--- config.mk ---
export PLATFORM = sky130hd
export DESIGN_NAME = acpu_ctrl
export DESIGN_NICKNAME = d
export VERILOG_FILES = /design/src/rtl/acpu_pkg.sv /design/src/rtl/acpu_ctrl.sv
export SDC_FILE = /design/constraint.sdc
export NUM_CORES = 1
export LEC_CHECK = 0
export BUFFER_PORTS_ARGS = -buffer_cell sky130_fd_sc_hd__buf_2
export CORE_MARGIN = 1
export CORE_UTILIZATION = 48
export CTS_CLUSTER_SIZE = 30
export DETAILED_ROUTE_END_ITERATION = 10
export PLACE_DENSITY = 0.82
export RECOVER_POWER = 100
export SETUP_SLACK_MARGIN = 0.2
export SYNTH_ARGS = -nofsm -noshare
export SYNTH_HDL_FRONTEND = slang
export SYNTH_SLANG_ARGS = --single-unit
--- constraint.sdc ---
create_clock -name i_clk -period 1.78 [get_ports i_clk]
set_clock_uncertainty 0.05 [all_clocks]
set_input_delay 0.089 -clock i_clk [delete_from_list [all_inputs] [get_ports i_clk]]
set_output_delay 0.089 -clock i_clk [all_outputs]
set_load 0.02 [all_outputs]
--- src/rtl/acpu_pkg.sv ---
// ----------------------------------------------------------------------------
// acpu_pkg
// Shared constants, payload types and controller/datapath interface types for
// the 16-bit accumulator CPU core.
// ----------------------------------------------------------------------------
package acpu_pkg;

    localparam int MEM_BYTES = 4096;
    localparam int AW        = $clog2(MEM_BYTES);
    localparam int PCW       = 13;
    localparam int DW        = 16;
    localparam int XW        = 12;
    localparam int DIV_STEPS = DW;
    localparam int CNTW      = $clog2(DIV_STEPS);

    localparam logic [PCW:0] MEM_LIMIT = (PCW+1)'(MEM_BYTES);

    // Command codes.
    localparam logic [1:0] CMD_BEGIN  = 2'd0;
    localparam logic [1:0] CMD_APPEND = 2'd1;
    localparam logic [1:0] CMD_STEP   = 2'd2;
    localparam logic [1:0] CMD_READ   = 2'd3;

    // Status codes.
    localparam logic [2:0] ST_OK       = 3'd0;
    localparam logic [2:0] ST_FINISHED = 3'd1;
    localparam logic [2:0] ST_BAD_OP   = 3'd2;
    localparam logic [2:0] ST_BAD_ADDR = 3'd3;
    localparam logic [2:0] ST_BAD_PC   = 3'd4;

    // Opcodes.
    localparam logic [3:0] OP_LDA = 4'h0;
    localparam logic [3:0] OP_STA = 4'h1;
    localparam logic [3:0] OP_ADD = 4'h2;
    localparam logic [3:0] OP_MUL = 4'h3;
    localparam logic [3:0] OP_DIV = 4'h4;
    localparam logic [3:0] OP_MOD = 4'h5;
    localparam logic [3:0] OP_SEA = 4'hF;

    typedef struct packed {
        logic [1:0]    cmd;
        logic [DW-1:0] word;
        logic [XW-1:0] address;
    } t_in_item;

    typedef struct packed {
        logic [2:0]     status;
        logic [DW-1:0]  accumulator;
        logic [PCW-1:0] program_counter;
        logic [DW-1:0]  read_data;
    } t_out_item;

    typedef enum logic [2:0] {
        ASEL_LP,
        ASEL_IN,
        ASEL_PC,
        ASEL_X,
        ASEL_CLR
    } t_asel;

    typedef enum logic [2:0] {
        ACC_HOLD,
        ACC_LOAD,
        ACC_ADD,
        ACC_MUL,
        ACC_SEA,
        ACC_QUO,
        ACC_REM,
        ACC_ZERO
    } t_acc_op;

    typedef struct packed {
        logic       capture;
        logic       clr_load;
        logic       append_adv;
        t_asel      asel;
        logic       lo_byte;
        logic       mem_we;
        logic       wsrc_acc;
        logic       lat_hi;
        logic       lat_lo;
        logic       ir_load;
        logic       set_halt;
        logic       set_status;
        logic [2:0] status_val;
        t_acc_op    acc_op;
        logic       div_init;
        logic       div_step;
        logic       clr_adv;
        logic       out_load;
    } t_dp_cmd;

    typedef struct packed {
        logic [1:0] cmd;
        logic       halted;
        logic [2:0] halt_code;
        logic       lp_ok;
        logic       lp_fits;
        logic       addr_fits;
        logic       pc_done;
        logic       pc_fits;
        logic [3:0] opcode;
        logic       x_fits;
        logic       x_zero;
        logic       clr_last;
    } t_dp_stat;

    function automatic logic fits_word(input logic [PCW-1:0] a);
        logic [PCW:0] nxt;
        nxt = {1'b0, a} + (PCW+1)'(1);
        return nxt < MEM_LIMIT;
    endfunction

endpackage

--- src/rtl/acpu_ctrl.sv ---
// ----------------------------------------------------------------------------
// acpu_ctrl
// Controller: sequences memory clearing, program loading, instruction
// execution and memory reads, and owns the handshakes.
// ----------------------------------------------------------------------------
module acpu_ctrl import acpu_pkg::*; (
    input  logic     i_clk,
    input  logic     i_rst_n,
    input  logic     i_in_valid,
    output logic     o_in_ready,
    output logic     o_out_valid,
    input  logic     i_out_ready,
    input  t_dp_stat i_stat,
    output t_dp_cmd  o_cmd
);

    typedef enum logic [4:0] {
        S_CLEAR,
        S_IDLE,
        S_DISPATCH,
        S_WR_HI,
        S_WR_LO,
        S_RD_HI,
        S_RD_LO,
        S_RD_END,
        S_FETCH_HI,
        S_FETCH_LO,
        S_FETCH_END,
        S_EXEC,
        S_DATA_HI,
        S_DATA_LO,
        S_DATA_END,
        S_ST_HI,
        S_ST_LO,
        S_DIV_RUN,
        S_DIV_END,
        S_DONE
    } t_state;

    t_state          r_state, n_state;
    logic [CNTW-1:0] r_cnt, n_cnt;
    logic            r_out_valid, n_out_valid;
    t_dp_cmd         cmd;

    always_comb begin
        n_state        = r_state;
        n_cnt          = r_cnt;
        cmd            = '0;
        cmd.asel       = ASEL_LP;
        cmd.acc_op     = ACC_HOLD;
        cmd.status_val = ST_OK;
        case (r_state)
            S_CLEAR: begin
                cmd.asel    = ASEL_CLR;
                cmd.mem_we  = 1'b1;
                cmd.clr_adv = 1'b1;
                if (i_stat.clr_last) begin
                    n_state = S_IDLE;
                end
            end
            S_IDLE: begin
                cmd.capture = i_in_valid;
                if (i_in_valid) begin
                    n_state = S_DISPATCH;
                end
            end
            S_DISPATCH: begin
                case (i_stat.cmd)
                    CMD_BEGIN: begin
                        cmd.clr_load = 1'b1;
                        n_state      = S_DONE;
                    end
                    CMD_APPEND: begin
                        if (i_stat.lp_ok && i_stat.lp_fits) begin
                            n_state = S_WR_HI;
                        end else begin
                            // Past the end of memory the word is dropped.
                            cmd.append_adv = i_stat.lp_ok;
                            n_state        = S_DONE;
                        end
                    end
                    CMD_STEP: begin
                        if (i_stat.halted) begin
                            cmd.set_status = 1'b1;
                            cmd.status_val = i_stat.halt_code;
                            n_state        = S_DONE;
                        end else if (i_stat.pc_done) begin
                            cmd.set_status = 1'b1;
                            cmd.status_val = ST_FINISHED;
                            n_state        = S_DONE;
                        end else if (!i_stat.pc_fits) begin
                            cmd.set_status = 1'b1;
                            cmd.set_halt   = 1'b1;
                            cmd.status_val = ST_BAD_PC;
                            n_state        = S_DONE;
                        end else begin
                            n_state = S_FETCH_HI;
                        end
                    end
                    CMD_READ: begin
                        n_state = i_stat.addr_fits ? S_RD_HI : S_DONE;
                    end
                    default: begin
                        n_state = S_DONE;
                    end
                endcase
            end
            S_WR_HI: begin
                cmd.asel   = ASEL_LP;
                cmd.mem_we = 1'b1;
                n_state    = S_WR_LO;
            end
            S_WR_LO: begin
                cmd.asel       = ASEL_LP;
                cmd.lo_byte    = 1'b1;
                cmd.mem_we     = 1'b1;
                cmd.append_adv = 1'b1;
                n_state        = S_DONE;
            end
            S_RD_HI: begin
                cmd.asel = ASEL_IN;
                n_state  = S_RD_LO;
            end
            S_RD_LO: begin
                cmd.asel    = ASEL_IN;
                cmd.lo_byte = 1'b1;
                cmd.lat_hi  = 1'b1;
                n_state     = S_RD_END;
            end
            S_RD_END: begin
                // The low byte arrives in the cycle after its address.
                cmd.asel   = ASEL_IN;
                cmd.lat_lo = 1'b1;
                n_state    = S_DONE;
            end
            S_FETCH_HI: begin
                cmd.asel = ASEL_PC;
                n_state  = S_FETCH_LO;
            end
            S_FETCH_LO: begin
                cmd.asel    = ASEL_PC;
                cmd.lo_byte = 1'b1;
                cmd.lat_hi  = 1'b1;
                n_state     = S_FETCH_END;
            end
            S_FETCH_END: begin
                cmd.ir_load = 1'b1;
                n_state     = S_EXEC;
            end
            S_EXEC: begin
                n_state = S_DONE;
                case (i_stat.opcode)
                    OP_LDA: begin
                        if (i_stat.x_fits) begin
                            n_state = S_DATA_HI;
                        end else begin
                            cmd.set_status = 1'b1;
                            cmd.set_halt   = 1'b1;
                            cmd.status_val = ST_BAD_ADDR;
                        end
                    end
                    OP_STA: begin
                        if (i_stat.x_fits) begin
                            n_state = S_ST_HI;
                        end else begin
                            cmd.set_status = 1'b1;
                            cmd.set_halt   = 1'b1;
                            cmd.status_val = ST_BAD_ADDR;
                        end
                    end
                    OP_ADD: cmd.acc_op = ACC_ADD;
                    OP_MUL: cmd.acc_op = ACC_MUL;
                    OP_SEA: cmd.acc_op = ACC_SEA;
                    OP_DIV, OP_MOD: begin
                        if (i_stat.x_zero) begin
                            cmd.acc_op = ACC_ZERO;
                        end else begin
                            cmd.div_init = 1'b1;
                            n_cnt        = '0;
                            n_state      = S_DIV_RUN;
                        end
                    end
                    default: begin
                        cmd.set_status = 1'b1;
                        cmd.set_halt   = 1'b1;
                        cmd.status_val = ST_BAD_OP;
                    end
                endcase
            end
            S_DATA_HI: begin
                cmd.asel = ASEL_X;
                n_state  = S_DATA_LO;
            end
            S_DATA_LO: begin
                cmd.asel    = ASEL_X;
                cmd.lo_byte = 1'b1;
                cmd.lat_hi  = 1'b1;
                n_state     = S_DATA_END;
            end
            S_DATA_END: begin
                cmd.acc_op = ACC_LOAD;
                n_state    = S_DONE;
            end
            S_ST_HI: begin
                cmd.asel     = ASEL_X;
                cmd.mem_we   = 1'b1;
                cmd.wsrc_acc = 1'b1;
                n_state      = S_ST_LO;
            end
            S_ST_LO: begin
                cmd.asel     = ASEL_X;
                cmd.lo_byte  = 1'b1;
                cmd.mem_we   = 1'b1;
                cmd.wsrc_acc = 1'b1;
                n_state      = S_DONE;
            end
            S_DIV_RUN: begin
                cmd.div_step = 1'b1;
                n_cnt        = r_cnt + CNTW'(1);
                if (r_cnt == CNTW'(DIV_STEPS - 1)) begin
                    n_state = S_DIV_END;
                end
            end
            S_DIV_END: begin
                cmd.acc_op = (i_stat.opcode == OP_DIV) ? ACC_QUO : ACC_REM;
                n_state    = S_DONE;
            end
            S_DONE: begin
                if (!r_out_valid || i_out_ready) begin
                    cmd.out_load = 1'b1;
                    n_state      = S_IDLE;
                end
            end
            default: begin
                n_state = S_IDLE;
            end
        endcase
    end

    assign o_cmd = cmd;

    assign n_out_valid = cmd.out_load ? 1'b1 : (i_out_ready ? 1'b0 : r_out_valid);

    always_ff @(posedge i_clk) begin
        if (!i_rst_n) begin
            r_state     <= S_CLEAR;
            r_cnt       <= '0;
            r_out_valid <= 1'b0;
        end else begin
            r_state     <= n_state;
            r_cnt       <= n_cnt;
            r_out_valid <= n_out_valid;
        end
    end

    assign o_in_ready  = r_state == S_IDLE;
    assign o_out_valid = r_out_valid;

endmodule

==> impl_metrics.tcl, run 1 <==
set metrics [dict create \
    synth-edff-count 0 \
    hpwl_um 3150 \
    synth_top_area_share_pct 16.8 \
    netlist_area_um2 1190 \
    outcome "aborted with a tool error" \
    endpoint_type "top-level output" \
    initial_utilization_pct 52.3 \
    io_buffer_count 47 \
    ys_seq_area_share_pct 16.8 \
    stop_error "[ERROR DPL-0038] Utilization greater than 100%, impossible to legalize" \
    synth_warnings 0 \
    synth_nets 201 \
    haltStage "global routing (5_1_grt)" \
    synth_cell_types 53 \
    grt_max_degree 19 \
    routabilityCongestion 0.866 \
    hold_buffers 0 \
    ys_top_cells_by_area "dfxtp_1, nor2_1, a21oi_1" \
    syn_avg_cell_area_um2 6.69 \
    crit_endpoint "o_cmd[7]" \
    cts-htree-levels 1 \
    synth_flop_cell "dfxtp_1" \
    ys_seq_elements 10 \
    cts_inserted_buffers 3 \
    synth_top_area_cell "dfxtp_1" \
    io_pins 48 \
    syn_inst 178 \
    ys_async_sr_fraction_pct 0 \
    clock_path_buffers 2 \
    die_h_um 51.8 \
    rows 17 \
    clock_sinks 10 \
    cts-root-buf "clkbuf_4" \
    die_w_um 51.8 \
]
cells by family after synthesis:
| group | share of synthesized area [%] |
|---|---|
| and+or+nand+nor | 41.3 |
| muxes | 0.840 |
| AOI/OAI and AO/OA | 33.5 |
| DFF | 16.8 |
| adders and majority gates | 1.05 |
| buffers and inverters | 6.51 |
cell usage after synthesis (3+ instances only):
library cell / instances
a21oi_1: 14
a2bb2oi_1: 3
and3_1: 4
buf_2: 8
dfxtp_1: 10
inv_1: 4
nand2_1: 15
nand2b_1: 4
nand3_1: 8
nor2_1: 20
nor2b_1: 8
nor3_1: 11
nor3b_1: 6
o21ai_0: 14
o32ai_1: 4
per-stage QoR:
step / hold slack (ns) / area, µm² / std cells / setup WS (ns) / setup TNS (ns)
after CTS: 0.0511 / 2080 / 279 / -0.0255 / -0.0835
after detailed placement: 0.333 / 1560 / 258 / 0.0650 / 0
after global placement: 0.323 / 1560 / 258 / 0.116 / 0
after floorplan: 0.156 / 1230 / 178 / 0.0123 / 0
timing repair:
item | CTS
setup buffers | 17
pin swaps | 26
resized for setup | 97
endpoints found under the setup margin | 28
gates cloned | 1
==> run 2, diff against run 1 <==
Settings changed: CORE_AREA set to 2 2 63 65, CORE_MARGIN 1 to not set, CORE_UTILIZATION 48 to not set, CTS_CLUSTER_SIZE 30 to not set, DIE_AREA set to 0 0 65 67, PLACE_DENSITY 0.82 to not set, PLACE_DENSITY_LB_ADDON set to 0.15, SETUP_SLACK_MARGIN 0.2 to not set.
==> impl_metrics.tcl, run 2 <==
set metrics [dict create \
    drive_gt1_share_pct 38.9 \
    synth_flop_cell "dfxtp_1" \
    critPathKind "reg -> out" \
    netlist_area_um2 1190 \
    cpMaxStageDelayCell "or4_4" \
    io_pins 48 \
    finalHoldWorstSlack_ns 0.0815 \
    setup_ws_ns -0.0478 \
    layout_common_cells "buf_2, buf_4, nor2_1" \
    worst-endpoint-arrival_ns 1.69 \
    report.final.setup_viol 5 \
    ant_nets 0 \
    maxSlewHeadroom_pct 71.8 \
    synth_top_area_share_pct 16.8 \
    cts-htree-levels 1 \
    synth-edff-count 0 \
    wire_per_inst_um 13.9 \
    max_stage_delay_ns 0.56 \
    core_area_um2 3610 \
    top_register "r_state" \
    io_buffer_count 47 \
    critical_path.max_fanout 6 \
    grt_pass1_wl_um 6530 \
    drt_iter0_drc 99 \
    overflow 0 \
    rows 22 \
    synth_most_common_cell "nor2_1" \
    ys_seq_area_share_pct 16.8 \
    maxCapViolations 0 \
    clkLatencyLatePin_ns 0.24 \
    ys_seq_elements 10 \
    hp-class "in -> reg" \
    hold_violations 0 \
    path_delay_family "simple AND/OR/NAND/NOR gates" \
    ys_top_cells_by_area "dfxtp_1, nor2_1, a21oi_1" \
    largest_register_ffs 5 \
    area_delta_synth_final_pct 45.4 \
    post-place-ws_ns 0.114 \
    stdcell_area_um2 1730 \
    cp-start-kind "register" \
    routed_wl_um 3990 \
    required_ns 1.64 \
    clock_sinks 10 \
    slew_violations 0 \
    grtUsageTotal_pct 19.1 \
    endpoint_kind "output pin" \
    place_area_um2 1570 \
    synth_top_area_cell "dfxtp_1" \
    stdcell_count 287 \
    power_density_nw_per_um2 458 \
    layout_commonest_cell "buf_2" \
    die_w_um 65 \
    routabilityCongestion 0.917 \
    synth_nets 201 \
    first_pass_iters 5 \
    dp.cells 280 \
    synth_cell_types 53 \
    ys_async_sr_fraction_pct 0 \
    antenna_cells 0 \
    clock_path_buffers 2 \
    grt_pass1_vias 1415 \
    syn_avg_cell_area_um2 6.69 \
    p_leak_uw 0.000758 \
    fmax_ghz 0.547 \
    nFillCells 402 \
    die_h_um 67 \
    cp_num_buf_inv 1 \
    synth_warnings 0 \
    outcome "finished with violations" \
    fin_tns_setup_ns -0.140 \
    cts_tree "yes" \
    clk_pin_slew_ns 0.05 \
    nets 263 \
    cts_inserted_buffers 3 \
    regArea_um2 204 \
    violations "setup timing" \
    synth_commonest_cells "nor2_1, nand2_1, a21oi_1, o21ai_0, nor3_1" \
    hpwl_um 3180 \
    antenna_found_initial 0 \
    rsz0062_at_grt "yes" \
    grt_max_degree 19 \
    path_cells "or2_1, or4_4, o21ai_2, buf_6" \
    peakVddDrop_v 0.000408 \
    finalCriticalPeriod_ns 1.83 \
    drc_errors 0 \
    worstMarginPinSlew_ns 0.423 \
    via_count 1566 \
    routed_via_density 5.46 \
    die-area_um2 4360 \
    syn_inst 178 \
    multi_input_area_um2 978 \
    cts-root-buf "clkbuf_8" \
    initial_utilization_pct 33.0 \
    period_share_pct 103 \
]
[run 2: cell counts after synthesis]
No cell type changed its count.
[run 2: worst paths after layout]
path,from,cells past startpoint,slack [ns],to
setup reg to reg,r_state[4],4,0.11,r_cnt[2]
setup / recovery,r_state[3],4,-0.05,o_cmd[10]
hold reg to reg,r_cnt[3],1,0.42,r_cnt[3]
hold / removal,i_rst_n,2,0.08,r_state[0]
[run 2: layer usage]
layer	global-route usage, %	share of wire [%]	up-vias
li1	-	-	792
met1	24.4	45	733
met2	32.3	49	35
met3	2.03	4.5	6
met4	8.51	2.0	0
met5	0	0	-
[run 2: worst register-to-register path: stages (launching register included)]
cell      delay [ns]
dfxtp_1         0.38
or3b_4          0.40
buf_4           0.17
or3_1           0.34
a311oi_1        0.25
[run 2: area by class of cell]
class | instances | share of cell area [%]
flip-flops and latches | 10 | 11.8
repair buffers | 69 | 24.2
clock buffers | 4 | 3.18
inverters | 4 | 0.867
well taps | 48 | 3.47
multi-input cells | 152 | 56.5
[run 2: power by group]
| group | switching [µW] | total (µW) | internal [µW] |
|---|---|---|---|
| Combinational | 156 | 269 | 113 |
| Clock | 87.9 | 282 | 194 |
| Sequential | 10.1 | 241 | 231 |
[run 2: timing repair]
action	in CTS	in global routing
hold endpoints to repair	0	0
setup endpoints to repair	9	12
hold buffers	0	0
pin swaps	4	1
cloned	0	0
resized for setup	22	12
buffers inserted	2	1
[run 2: cells by family (layout without fill, tap and decap cells)]
family,Yosys count,count (layout),synth area share (%)
AND/OR/NAND/NOR,91,91,41.3
buffers and inverters,16,77,6.51
AO/OA/AOI/OAI,59,59,33.5
adder cells (fa/ha/maj),1,1,1.05
flip-flops,10,10,16.8
multiplexers,1,1,0.840
[run 2: through the flow]
step	utilization (%)	total power, µW
final	48.0	793
after global routing	48.0	845
after CTS	47.0	793
after detailed placement	43.7	500
after global placement	43.7	501
after floorplan	-	401
Power figures use the tool's default switching activity.
==> run 3, diff against run 2 <==
Settings changed: SKIP_CTS_REPAIR_TIMING set to 1, SKIP_LAST_GASP set to 1.
==> impl_metrics.tcl, run 3 (synthesis gave the netlist of run 2 again) <==
set metrics [dict create \
    drive_gt1_share_pct 40.3 \
    layout_commonest_cell "buf_2" \
    cts-root-buf "clkbuf_8" \
    maxSlewHeadroom_pct 54.1 \
    cts_tree "yes" \
    via_count 1550 \
    hp-class "in -> reg" \
    io_buffer_count 47 \
    peakVddDrop_v 0.000386 \
    antenna_cells 0 \
    critical_path.max_fanout 6 \
    multi_input_area_um2 982 \
    violations "setup timing" \
    die_w_um 65 \
    worst-endpoint-arrival_ns 1.69 \
    clock_path_buffers 2 \
    total_power_uw 796 \
    ant_nets 0 \
    grtUsageTotal_pct 19.0 \
    cp-start-kind "register" \
    wire_per_inst_um 14.2 \
    required_ns 1.64 \
    grt_max_degree 19 \
    r2r_slack_ns 0.13 \
    regArea_um2 205 \
    top_register "r_state" \
    finalCriticalPeriod_ns 1.83 \
    critPathKind "reg -> out" \
    clock_sinks 10 \
    min_to "r_state[0]" \
    outcome "finished with violations" \
    routed_via_density 5.42 \
    final_util_pct 48.5 \
    stdcell_area_um2 1750 \
    rows 22 \
    nets 262 \
    grt_pass1_wl_um 6510 \
    io_pins 48 \
    rr_worst_depth 5 \
    worstMarginPinSlew_ns 0.677 \
    grt_pass1_vias 1404 \
    power_density_nw_per_um2 456 \
    routabilityCongestion 0.917 \
    die_h_um 67 \
    area_delta_synth_final_pct 46.7 \
    clkLatencyLatePin_ns 0.24 \
    place_area_um2 1570 \
    hpwl_um 3180 \
    regToRegStartpoint "r_state[4]" \
    hold_violations 0 \
    cts-htree-levels 1 \
    report.final.setup_viol 5 \
    layout_common_cells "buf_2, buf_4, nor2_1" \
    initial_utilization_pct 33.0 \
    cts_inserted_buffers 3 \
    reg2reg_to "r_state[0]" \
    largest_register_ffs 5 \
    overflow 0 \
    die-area_um2 4360 \
    drc_errors 0 \
    first_pass_iters 5 \
    routed_wl_um 4060 \
    min-delay-start "i_rst_n" \
    setup_ws_ns -0.0515 \
    maxCapViolations 0 \
    nFillCells 403 \
    antenna_found_initial 0 \
    endpoint_kind "output pin" \
    post-place-ws_ns 0.114 \
    rsz0062_at_grt "yes" \
    slew_violations 0 \
    p_leak_uw 0.000768 \
    hold_depth 2 \
    fmax_ghz 0.546 \
    drt_iter0_drc 97 \
    core_area_um2 3610 \
    clk_pin_slew_ns 0.05 \
    period_share_pct 103 \
]
-- run 3: layout make-up --
| cell class | instances | area share, % |
|---|---|---|
| Inverter | 4 | 0.859 |
| Clock buffer | 4 | 3.15 |
| Timing Repair Buffer | 68 | 24.6 |
| Sequential cell | 10 | 11.7 |
| Multi-Input combinational cell | 152 | 56.2 |
| Tap cell | 48 | 3.44 |
-- run 3: where the power goes --
| group | total, µW | switching [µW] | internal (µW) |
|---|---|---|---|
| sequential | 241 | 9.77 | 231 |
| clock | 283 | 88.4 | 194 |
| combinational | 273 | 156 | 117 |
-- run 3: worst max-delay path by stage --
stage                     from   endpoint  slack [ns]  depth (start not counted)
floorplan           r_state[0]  o_cmd[23]        0.01                          4
global placement    r_state[3]  o_cmd[10]        0.13                          4
detailed placement  r_state[3]  o_cmd[10]        0.11                          4
CTS                 r_state[3]  o_cmd[10]       -0.14                          4
global route        r_state[4]   o_cmd[7]       -0.09                          4
finish              r_state[4]   o_cmd[9]       -0.05                          4
-- run 3: metal layers --
metal	up-vias	share of wire [%]	routed length [µm]	GRT usage, %
met5	-	0	0	0
met4	0	1.9	78	8.51
met3	6	5.2	211	2.03
met2	36	50	2010	31.7
met1	719	43	1750	24.7
li1	789	-	-	-
-- run 3: through the flow --
step	cells	setup TNS, ns	hold slack (ns)
after floorplan	178	0	0.156
after CTS	284	-0.797	0.0882
after global routing	286	-0.386	0.0785
after detailed placement	280	0	0.339
after global placement	280	0	0.338
final	286	-0.154	0.0811
-- run 3: worst max-delay path, stage by stage (launching register included) --
cell and delay [ns]:
dfxtp_2 0.33, or2_1 0.25, or4_4 0.56, a21oi_2 0.16, buf_4 0.16
